File: config.mk
export PLATFORM = sky130hd
export DESIGN_NAME = clap_pattern_switch
export DESIGN_NICKNAME = d
export VERILOG_FILES = /design/src/hdl/cps_pkg.sv /design/src/hdl/clap_pattern_switch.sv
export SDC_FILE = /design/constraint.sdc
export NUM_CORES = 1
export LEC_CHECK = 0
export BUFFER_PORTS_ARGS = -buffer_cell sky130_fd_sc_hd__buf_2
export CAP_MARGIN = 20
export CELL_PAD_IN_SITES_DETAIL_PLACEMENT = 1
export CELL_PAD_IN_SITES_GLOBAL_PLACEMENT = 2
export CORE_MARGIN = 4
export CORE_UTILIZATION = 34
export CTS_CLUSTER_SIZE = 8
export DETAILED_ROUTE_END_ITERATION = 6
export PLACE_DENSITY = 0.89
export SKIP_CTS_REPAIR_TIMING = 1
export SLEW_MARGIN = 20
export SYNTH_ARGS = -nofsm -noshare
export SYNTH_HDL_FRONTEND = slang
export SYNTH_SLANG_ARGS = --single-unit
File: constraint.sdc
create_clock -name clk -period 6.6 [get_ports clk]
set_clock_uncertainty 0.1 [all_clocks]
set_input_delay 1.65 -clock clk [delete_from_list [all_inputs] [get_ports clk]]
set_output_delay 1.65 -clock clk [all_outputs]
set_load 0.05 [all_outputs]
File: src/hdl/cps_pkg.sv
package cps_pkg;

  localparam int TIME_WIDTH_DEF = 32;
  localparam int IN_WIDTH       = 32;
  localparam int OUT_WIDTH      = 8;
  localparam int CFG_ADDR_W     = 3;
  localparam int CFG_DATA_W     = 16;
  localparam int WIN_W          = 15;

  localparam logic [CFG_ADDR_W-1:0] REG_DEBOUNCE = 3'd0;
  localparam logic [CFG_ADDR_W-1:0] REG_ON_INT   = 3'd1;
  localparam logic [CFG_ADDR_W-1:0] REG_ON_TOL   = 3'd2;
  localparam logic [CFG_ADDR_W-1:0] REG_OFF_INT  = 3'd3;
  localparam logic [CFG_ADDR_W-1:0] REG_OFF_TOL  = 3'd4;

  localparam logic [15:0]      DEBOUNCE_RST = 16'd200;
  localparam logic [WIN_W-1:0] ON_INT_RST   = 15'd250;
  localparam logic [WIN_W-1:0] ON_TOL_RST   = 15'd75;
  localparam logic [WIN_W-1:0] OFF_INT_RST  = 15'd500;
  localparam logic [WIN_W-1:0] OFF_TOL_RST  = 15'd100;

  localparam logic [1:0] EV_NONE = 2'd0;
  localparam logic [1:0] EV_ON   = 2'd1;
  localparam logic [1:0] EV_OFF  = 2'd2;

  typedef struct packed {
    logic       accepted;
    logic [1:0] event_code;
    logic       switch_on;
  } result_t;

  // interval is long when it reaches 32768 ms or more
  function automatic logic in_window(input logic long_gap, input logic [WIN_W-1:0] diff,
                                     input logic [WIN_W-1:0] nominal,
                                     input logic [WIN_W-1:0] tol);
    logic signed [WIN_W:0] dev;
    logic        [WIN_W:0] mag;
    dev = $signed({1'b0, diff}) - $signed({1'b0, nominal});
    mag = dev[WIN_W] ? (WIN_W+1)'(-dev) : (WIN_W+1)'(dev);
    return !long_gap && (mag <= {1'b0, tol});
  endfunction

endpackage

File: src/hdl/clap_pattern_switch.sv
// clap pattern switch
// input channel in_*: one word per rising sound edge, in_tdata holds the
// 32-bit wrapping millisecond timestamp edge_time_ms
// output channel out_*: exactly one word per input word, in the same order
// a word accepted at an edge goes to the input register, then to the result
// register that drives out_tvalid when the receiver is not stalling (two register stages)
// throughput: one word per cycle while the receiver is not stalling; the history
// and switch state update in the same cycle a word moves from the input register
// to the result register, so the next word sees them without a gap
// a stalled receiver holds the result register; one more word waits in the
// input register, then in_tready drops until out_tready returns
// configuration: cfg_wen writes cfg_wdata to register cfg_addr at a clock
// edge; unknown indexes are ignored; write only while the block is idle
// reset (rst_n low, synchronous): history cleared to zeros, switch off,
// registers back to defaults, both stages empty
module clap_pattern_switch #(
  parameter int TIME_WIDTH = cps_pkg::TIME_WIDTH_DEF
) (
  input  logic                           clk,
  input  logic                           rst_n,
  input  logic                           in_tvalid,
  output logic                           in_tready,
  input  logic [cps_pkg::IN_WIDTH-1:0]   in_tdata,   // edge_time_ms
  output logic                           out_tvalid,
  input  logic                           out_tready,
  output logic [cps_pkg::OUT_WIDTH-1:0]  out_tdata,  // accepted, event_code, switch_on, zeros
  input  logic                           cfg_wen,
  input  logic [cps_pkg::CFG_ADDR_W-1:0] cfg_addr,
  input  logic [cps_pkg::CFG_DATA_W-1:0] cfg_wdata
);

  localparam int WW = cps_pkg::WIN_W;

  logic [15:0]           debounce_r;
  logic [WW-1:0]         on_int_r, on_tol_r, off_int_r, off_tol_r;
  logic                  s1_valid_r;
  logic [TIME_WIDTH-1:0] s1_time_r;
  logic                  out_valid_r;
  cps_pkg::result_t      res_r, res_nxt;
  logic [TIME_WIDTH-1:0] hist0_r, hist1_r, hist2_r;
  logic [TIME_WIDTH-1:0] hist0_nxt, hist1_nxt, hist2_nxt;
  logic                  drive_r, drive_nxt;

  logic                  out_free, s1_move;
  logic [TIME_WIDTH-1:0] gap_new, gap_old;
  logic                  keep, on_a, on_b, off_a;

  assign out_free  = !out_valid_r || out_tready;
  assign s1_move   = s1_valid_r && out_free;
  assign in_tready = !s1_valid_r || out_free;

  // debounce and pattern check on the word in the input register
  always_comb begin
    keep    = (s1_time_r - hist0_r) >= TIME_WIDTH'(debounce_r);
    gap_new = s1_time_r - hist0_r;
    gap_old = hist0_r - hist1_r;
    on_a  = cps_pkg::in_window(|gap_new[TIME_WIDTH-1:WW], gap_new[WW-1:0], on_int_r, on_tol_r);
    on_b  = cps_pkg::in_window(|gap_old[TIME_WIDTH-1:WW], gap_old[WW-1:0], on_int_r, on_tol_r);
    off_a = cps_pkg::in_window(|gap_new[TIME_WIDTH-1:WW], gap_new[WW-1:0], off_int_r, off_tol_r);

    hist0_nxt = hist0_r;
    hist1_nxt = hist1_r;
    hist2_nxt = hist2_r;
    drive_nxt = drive_r;
    res_nxt.accepted   = keep;
    res_nxt.event_code = cps_pkg::EV_NONE;
    if (keep) begin
      hist0_nxt = s1_time_r;
      hist1_nxt = hist0_r;
      hist2_nxt = hist1_r;
      if (on_a && on_b) begin
        res_nxt.event_code = cps_pkg::EV_ON;
        drive_nxt = 1'b1;
      end else if (off_a) begin
        res_nxt.event_code = cps_pkg::EV_OFF;
        drive_nxt = 1'b0;
      end
      if (res_nxt.event_code != cps_pkg::EV_NONE) begin
        hist0_nxt = '0;
        hist1_nxt = '0;
        hist2_nxt = '0;
      end
    end
    res_nxt.switch_on = drive_nxt;
  end

  always_ff @(posedge clk) begin
    if (!rst_n) begin
      debounce_r <= cps_pkg::DEBOUNCE_RST;
      on_int_r   <= cps_pkg::ON_INT_RST;
      on_tol_r   <= cps_pkg::ON_TOL_RST;
      off_int_r  <= cps_pkg::OFF_INT_RST;
      off_tol_r  <= cps_pkg::OFF_TOL_RST;
    end else if (cfg_wen) begin
      case (cfg_addr)
        cps_pkg::REG_DEBOUNCE: debounce_r <= cfg_wdata;
        cps_pkg::REG_ON_INT:   on_int_r   <= cfg_wdata[WW-1:0];
        cps_pkg::REG_ON_TOL:   on_tol_r   <= cfg_wdata[WW-1:0];
        cps_pkg::REG_OFF_INT:  off_int_r  <= cfg_wdata[WW-1:0];
        cps_pkg::REG_OFF_TOL:  off_tol_r  <= cfg_wdata[WW-1:0];
        default: ;
      endcase
    end
  end

  always_ff @(posedge clk) begin
    if (!rst_n) begin
      s1_valid_r  <= 1'b0;
      out_valid_r <= 1'b0;
      hist0_r     <= '0;
      hist1_r     <= '0;
      hist2_r     <= '0;
      drive_r     <= 1'b0;
    end else begin
      if (in_tvalid && in_tready) begin
        s1_valid_r <= 1'b1;
      end else if (s1_move) begin
        s1_valid_r <= 1'b0;
      end
      if (s1_move) begin
        out_valid_r <= 1'b1;
        hist0_r     <= hist0_nxt;
        hist1_r     <= hist1_nxt;
        hist2_r     <= hist2_nxt;
        drive_r     <= drive_nxt;
      end else if (out_tready) begin
        out_valid_r <= 1'b0;
      end
    end
  end

  // payload registers
  always_ff @(posedge clk) begin
    if (in_tvalid && in_tready) begin
      s1_time_r <= TIME_WIDTH'(in_tdata);
    end
    if (s1_move) begin
      res_r <= res_nxt;
    end
  end

  assign out_tvalid = out_valid_r;
  assign out_tdata  = {4'b0000, res_r.switch_on, res_r.event_code, res_r.accepted};

endmodule

==> impl_metrics.tcl, run 1 <==
set metrics [dict create \
    clkLatencyLatePin_ns 0.46 \
    synth.most_common_cell "nand2_1" \
    antenna_found_initial 0 \
    worst-slew-pin-transition_ns 1.34 \
    worst_ep_required_time_ns 6.79 \
    rr_endpoint "hist0_r[23]" \
    cpMostUsedCell "ha_1" \
    via_count 16000 \
    place_area_sq_mm 0.0181 \
    synth_top_area_cell "dfxtp_1" \
    max_stage_delay_ns 0.58 \
    pre_cts_slack_ns -0.925 \
    start_util_pct 34.3 \
    slew_headroom_pct 9.90 \
    io_pins 66 \
    area_growth_pct 25.0 \
    status "finished with violations" \
    crit_buf_inv 2 \
    period_share_pct 110 \
    ys_types 81 \
    hold_viol_final 0 \
    slew_violations 0 \
    dp_hpwl_microns 44600 \
    antenna_left 0 \
    utilization_pct 42.9 \
    grt-ovfl-total 0 \
    nNetsFinal 2488 \
    holdPathEnd "off_int_r[11]" \
    grt_pass1_wl_microns 90000 \
    path_class "flip-flop to flip-flop" \
    cp_top_family "simple AND/OR/NAND/NOR gates" \
    cp-end-kind "flip-flop" \
    cp_slowest_cell "or4_4" \
    cts_inserted_buffers 17 \
    min-delay-start "off_int_r[11]" \
    port_buffers 61 \
    wl_per_cell_microns 20.1 \
    synthFlopType "dfxtp_1" \
    hold_class "flip-flop to flip-flop" \
    grt_start_max_net_pins 139 \
    die_h_microns 222 \
    cap_violations 0 \
    fin_crit_ns 7.28 \
    mappedNetlistArea_sq_mm 0.0155 \
    worst_ep_arrival_time_ns 7.48 \
    drt-initial-drc-count 960 \
    worst-r2r-cell-count 31 \
    syn_area_per_cell_sq_um 7.72 \
    violations "setup timing" \
    cts_max_level 4 \
    rsz0062_at_grt "true" \
    clock_sinks 179 \
    dieWidth_microns 222 \
    start_kind "flip-flop" \
    die_area_sq_mm 0.0492 \
    layout-drive-gt1-share_pct 20.2 \
    gr-usage-all-layers_pct 22.3 \
    synth.ff_latch_count 179 \
    cts-root-buf "clkbuf_16" \
    yosysWarnings 0 \
    core_area_sq_mm 0.0453 \
    via_per_inst 5.58 \
    path_depth 31 \
    drc 0 \
    timing.final.ws_setup_ns -0.683 \
    clk_pin_slew_ns 0.08 \
    setup_viol 68 \
    fmax_mhz 137 \
    wirelength_microns 57800 \
    antenna_cells 0 \
    crit_fanout 10 \
    synth_top_area_share_pct 18.4 \
    row_count 78 \
    synth-edff-count 36 \
    r2r-start "hist0_r[1]" \
    stdcell_area_sq_mm 0.0194 \
    place.gp.congestion 0.920 \
    nFillCells 5617 \
    cts_max_path_buffers 2 \
    async_reset_ff_share_pct 0 \
    hold_depth 2 \
    firstDrtPassIters 5 \
    netlist_instances 2014 \
    reg2reg_slack_ns -0.68 \
    synth_top_cells_by_count "330 x nand2_1, 171 x ha_1, 165 x inv_1" \
    cts_tree "built" \
    synthTopCellsByArea "dfxtp_1 18%, ha_1 14%, nand2_1 8.0%, edfxtp_1 7.0%, xnor2_1 4.2%" \
    ys_seq_area_share_pct 25.4 \
    grt_pass1_vias 16700 \
]
## worst register-to-register path, delay by kind of cell (launching register included)
family	cells	cell delay, ns
AND/OR/NAND/NOR	13	3.27
AO/OA/AOI/OAI	11	1.94
adder cells (fa/ha/maj)	3	0.90
buffers and inverters	2	0.38
flip-flops	1	0.36
XOR/XNOR	2	0.19
## registers in the layout (all words and copies together), names as in the netlist
signal and cells:
off_tol_r 15, on_int_r 15, hist1_r 32, out_tvalid 1, on_tol_r 15, out_tdata 4
off_int_r 15, s1_valid_r 1, hist0_r 32, s1_time_r 32, debounce_r 16, drive_r 1
## worst max-delay path by stage
stage                       from     endpoint  slack, ns
global route          hist1_r[1]  hist1_r[12]      -1.05
finish                hist0_r[1]  hist0_r[23]      -0.68
floorplan             hist0_r[0]   hist0_r[0]       0.02
global placement      hist0_r[2]   hist0_r[0]      -0.61
detailed placement  s1_time_r[0]   hist0_r[0]      -0.92
CTS                   hist0_r[1]   hist0_r[0]      -1.02
## final cells by class
| class | count | area [sq um] | area share [%] |
|---|---|---|---|
| clock inverters | 14 | 161 | 0.831 |
| repair buffers | 322 | 2370 | 12.2 |
| well taps | 600 | 751 | 3.87 |
| flip-flops and latches | 179 | 3950 | 20.3 |
| clock buffers | 18 | 429 | 2.21 |
| multi-input cells | 1570 | 11100 | 57.3 |
| inverters | 166 | 623 | 3.21 |
## per-layer routing
layer	routed length, microns	up-vias	GRT usage, %
met5	0	-	0
met4	1760	0	6.28
met3	1800	96	2.86
met2	29100	289	40.4
met1	25100	7891	27.8
li1	-	7743	-
## stage by stage
step           instances  setup TNS [ns]  hold WS [ns]
2_1_floorplan       2017               0         0.343
3_3_place_gp        2815          -35.97         0.351
3_5_place_dp        2815          -53.55         0.363
4_1_cts             2847          -60.21         0.374
5_1_grt             2869          -67.88         0.392
6_report            2869          -41.98         0.371
## cell usage in the layout (no fill, tap or decap), drive strengths merged, types with 6 or more instances in the layout
cell type  netlist  final
clkbuf          79     20
nor2b           21     21
nor3            24     24
nand2b          24     24
o21ai           91     91
o21a            24     24
dfxtp          143    143
edfxtp          36     36
a21o            38     38
buf             23    320
or3              8      8
ha             171    171
and2            12     12
nor2            95     95
xor2            42     42
a2111oi          6      6
xnor2           74     74
nand4           92     92
and3            17     17
o21bai          12     12
o221ai          64     64
clkinv           1      7
a31oi           15     15
o31ai           17     17
nor3b           11     11
o211ai          37     37
a21boi          60     60
nand2          330    330
nor4             8      8
or2             11     11
nand3           37     37
or4              6      6
o31a             8      8
inv            165    173
a211oi          15     15
a21oi          119    119
## cell families after synthesis
logic type,count (synthesis),share of synthesized area (%)
AOI/OAI and AO/OA,557,24.8
xor gates and xnor gates,116,6.54
adders and majority gates,176,14.4
buffers and inverters,268,6.71
DFF,179,25.4
muxes,6,0.411
other,1,0.0241
and+or+nand+nor,711,21.7
Power of run 1 is left out: the tool's default activity adds up to more than one toggle a clock period on the data nets, which glitch-free logic cannot reach.
==> run 2, diff against run 1 <==
SKIP_LAST_GASP = 1   (was not set)
==> impl_metrics.tcl, run 2 (same netlist as run 1, synthesis figures left out) <==
set metrics [dict create \
    status "finished with violations" \
    violations "setup timing" \
    worst-slew-pin-transition_ns 1.33 \
    antenna_left 0 \
    period_share_pct 110 \
    firstDrtPassIters 7 \
    cp_slowest_cell "or4_4" \
    hold_viol_final 0 \
    timing.final.ws_setup_ns -0.665 \
    r2r-start "hist1_r[1]" \
    crit_start "hist1_r[1]" \
    start_kind "flip-flop" \
    cpMostUsedCell "ha_1" \
    path_class "flip-flop to flip-flop" \
    gr-usage-all-layers_pct 22.3 \
    die_area_sq_mm 0.0492 \
    layout_common_cells "328 x nand2_1, 249 x buf_4, 164 x inv_1" \
    start_util_pct 34.3 \
    via_count 16000 \
    layout-drive-gt1-share_pct 20.1 \
    antenna_found_initial 0 \
    cts-root-buf "clkbuf_16" \
    grt-ovfl-total 0 \
    clk_pin_slew_ns 0.08 \
    area_growth_pct 24.9 \
    die_h_microns 222 \
    hold_class "flip-flop to flip-flop" \
    dieWidth_microns 222 \
    grt_pass1_wl_microns 90000 \
    place.gp.congestion 0.920 \
    via_per_inst 5.58 \
    worst_ep_required_time_ns 6.80 \
    drt-initial-drc-count 908 \
    grt_start_max_net_pins 139 \
    setup_viol 68 \
    drc 0 \
    io_pins 66 \
    wirelength_microns 57700 \
    slew_violations 0 \
    cts_tree "built" \
    fin_crit_ns 7.27 \
    clock_sinks 179 \
    largestRegisters "hist0_r: 32 flops, hist1_r: 32 flops, s1_time_r: 32 flops" \
    wl_per_cell_microns 20.1 \
    nFillCells 5621 \
    row_count 78 \
    port_buffers 61 \
    pre_cts_slack_ns -0.925 \
    cts_max_level 4 \
    slew_headroom_pct 10.6 \
    crit_fanout 10 \
    max_stage_delay_ns 0.57 \
    cap_violations 0 \
    cp-end-kind "flip-flop" \
    cts_inserted_buffers 17 \
    rsz0062_at_grt "true" \
    min-delay-start "off_int_r[11]" \
    cts_max_path_buffers 2 \
    grt_pass1_vias 16700 \
    core_area_sq_mm 0.0453 \
    antenna_cells 0 \
    worst_ep_arrival_time_ns 7.47 \
    final_common_cell "nand2_1" \
    fmax_mhz 138 \
    clkLatencyLatePin_ns 0.47 \
    nNetsFinal 2488 \
    dp_hpwl_microns 44600 \
]
-- run 2: routing by layer --
layer  track usage [%]  share of wire (%)  up-vias
li1                  -                  -     7751
met1              27.8                 43     7864
met2              40.4                 50      298
met3              2.86                3.2       95
met4              6.28                2.9        0
met5                 0                  0        -
-- run 2: critical path: cells and delay by family, from the launching register on --
kind | cells | cell delay (ns)
adder cells (fa/ha/maj) | 3 | 0.87
buffers and inverters | 3 | 0.42
AND/OR/NAND/NOR | 13 | 3.27
XOR/XNOR | 2 | 0.19
AO/OA/AOI/OAI | 11 | 1.92
flip-flops | 1 | 0.34
-- run 2: path summary, 6_finish.rpt --
path | to | cells past startpoint | slack, ns
worst min register to register | off_int_r[11] | 2 | 0.37
worst max register to register | hist0_r[23] | 32 | -0.67
worst max-delay path | hist0_r[23] | 32 | -0.67
worst min-delay path | off_int_r[11] | 2 | 0.37
-- run 2: through the flow --
stage | util, % | hold WS (ns) | area, sq um | instances | setup TNS, ns
6_report | 42.8 | 0.371 | 19400 | 2869 | -41.29
5_1_grt | 42.8 | 0.392 | 19400 | 2869 | -67.89
4_1_cts | 41.4 | 0.374 | 18700 | 2847 | -60.21
3_5_place_dp | 40.1 | 0.363 | 18100 | 2815 | -53.55
3_3_place_gp | 40.1 | 0.351 | 18100 | 2815 | -35.97
2_1_floorplan | - | 0.343 | 15700 | 2017 | 0
-- run 2: final cells by class --
type,instances,area [sq um],area share [%]
Clock inverter,14,161,0.832
Tap cell,600,751,3.87
Timing Repair Buffer,322,2370,12.2
Sequential cell,179,3950,20.4
Multi-Input combinational cell,1570,11100,57.3
Clock buffer,18,429,2.21
Inverter,166,623,3.21
Power of run 2 is left out for the same reason.
==> run 3, diff against run 2 <==
CORE_ASPECT_RATIO = 2   (was not set)
==> impl_metrics.tcl, run 3 (same netlist as run 1, synthesis figures left out) <==
set metrics [dict create \
    status "finished with violations" \
    violations "setup timing" \
    firstDrtPassIters 5 \
    cp_slowest_cell "or4b_4" \
    clkLatencyLatePin_ns 0.46 \
    grt_pass1_wl_microns 93700 \
    path_class "flip-flop to flip-flop" \
    slew_violations 0 \
    worst_ep_required_time_ns 6.79 \
    fin_hold_ws_ns 0.369 \
    port_buffers 61 \
    row_count 110 \
    start_util_pct 34.4 \
    layout_common_cells "329 x nand2_1, 259 x buf_4, 168 x ha_1" \
    antenna_cells 0 \
    via_per_inst 5.80 \
    max_stage_delay_ns 0.61 \
    cts-root-buf "clkbuf_16" \
    grt-ovfl-total 0 \
    nNetsFinal 2499 \
    dieWidth_microns 159 \
    via_count 16500 \
    grt_start_max_net_pins 137 \
    gr-usage-all-layers_pct 24.0 \
    period_share_pct 115 \
    utilization_pct 42.7 \
    start_kind "flip-flop" \
    final_common_cell "nand2_1" \
    antenna_found_initial 0 \
    crit_fanout 7 \
    wirelength_microns 62200 \
    fin_setup_tns_ns -64.25 \
    cap_violations 0 \
    die_h_microns 310 \
    seq_area_sq_mm 0.00395 \
    clk_pin_slew_ns 0.08 \
    clock_sinks 179 \
    cts_max_path_buffers 2 \
    cts_max_level 4 \
    die_area_sq_mm 0.0494 \
    cts_inserted_buffers 17 \
    cpMostUsedCell "nand2_1" \
    place.gp.congestion 0.914 \
    timing.final.ws_setup_ns -0.994 \
    core_area_sq_mm 0.0451 \
    rsz0062_at_grt "true" \
    antenna_left 0 \
    cp-end-kind "flip-flop" \
    hold_class "flip-flop to flip-flop" \
    wl_per_cell_microns 21.9 \
    multi_input_area_sq_mm 0.0110 \
    fmax_mhz 132 \
    nFillCells 5552 \
    fin_crit_ns 7.59 \
    grt_pass1_vias 17600 \
    cts_tree "built" \
    worst_ep_arrival_time_ns 7.79 \
    hold_viol_final 0 \
    drt-initial-drc-count 819 \
    dp_hpwl_microns 49700 \
    setup_viol 68 \
    slew_headroom_pct 34.7 \
    io_pins 66 \
    area_growth_pct 23.9 \
    drc 0 \
    layout-drive-gt1-share_pct 19.5 \
    worst-slew-pin-transition_ns 0.977 \
    largestRegisters "hist0_r: 32 flops, hist1_r: 32 flops, s1_time_r: 32 flops" \
]
[run 3: cell types whose count changed in the layout (fill, tap and decap cells not counted), moves of 3 or more]
| cell | before | now |
|---|---|---|
| ha_4 | 6 | 2 |
| xnor2_1 | 68 | 73 |
| ha_1 | 163 | 168 |
| dfxtp_2 | 5 | 1 |
| clkinv_8 | 4 | 1 |
| buf_4 | 249 | 259 |
| dfxtp_1 | 138 | 142 |
| xnor2_2 | 6 | 1 |
[run 3: final timing paths]
path	slack [ns]	to	depth (start not counted)	from
setup / recovery	-0.99	hist0_r[19]	33	s1_time_r[0]
hold / removal	0.37	off_int_r[13]	2	off_int_r[13]
setup reg to reg	-0.99	hist0_r[19]	33	s1_time_r[0]
hold reg to reg	0.37	off_int_r[13]	2	off_int_r[13]
[run 3: layer usage]
metal / share of wire [%] / vias up / global-route usage [%]
met5: 0 / - / 0
met4: 9.3 / 0 / 18.7
met3: 2.6 / 229 / 2.47
met2: 55 / 404 / 49.1
met1: 33 / 8059 / 20.8
li1: - / 7782 / -
[run 3: critical path, delay by kind of cell, from the launching register on]
| kind | cells | cell delay (ns) |
|---|---|---|
| AO/OA/AOI/OAI | 9 | 1.62 |
| AND/OR/NAND/NOR | 13 | 2.88 |
| adder cells (fa/ha/maj) | 4 | 1.13 |
| buffers and inverters | 4 | 0.58 |
| XOR/XNOR | 3 | 0.74 |
| flip-flops | 1 | 0.37 |
[run 3: area by class of cell]
type / count / area share, %
clock buffers: 19 / 2.30
clock inverters: 13 / 0.604
inverters: 166 / 3.24
multi-input cells: 1570 / 57.0
flip-flops and latches: 179 / 20.5
well taps: 560 / 3.64
repair buffers: 333 / 12.8
[run 3: per-stage QoR]
step,worst slack [ns],instance area (sq um),cells
final,-0.994,19300,2840
after global routing,-1.34,19300,2840
after floorplan,0.0169,15700,2017
after global placement,-0.752,18200,2789
after detailed placement,-1.01,18200,2791
after CTS,-1.08,18800,2823
Power of run 3 is left out for the same reason.
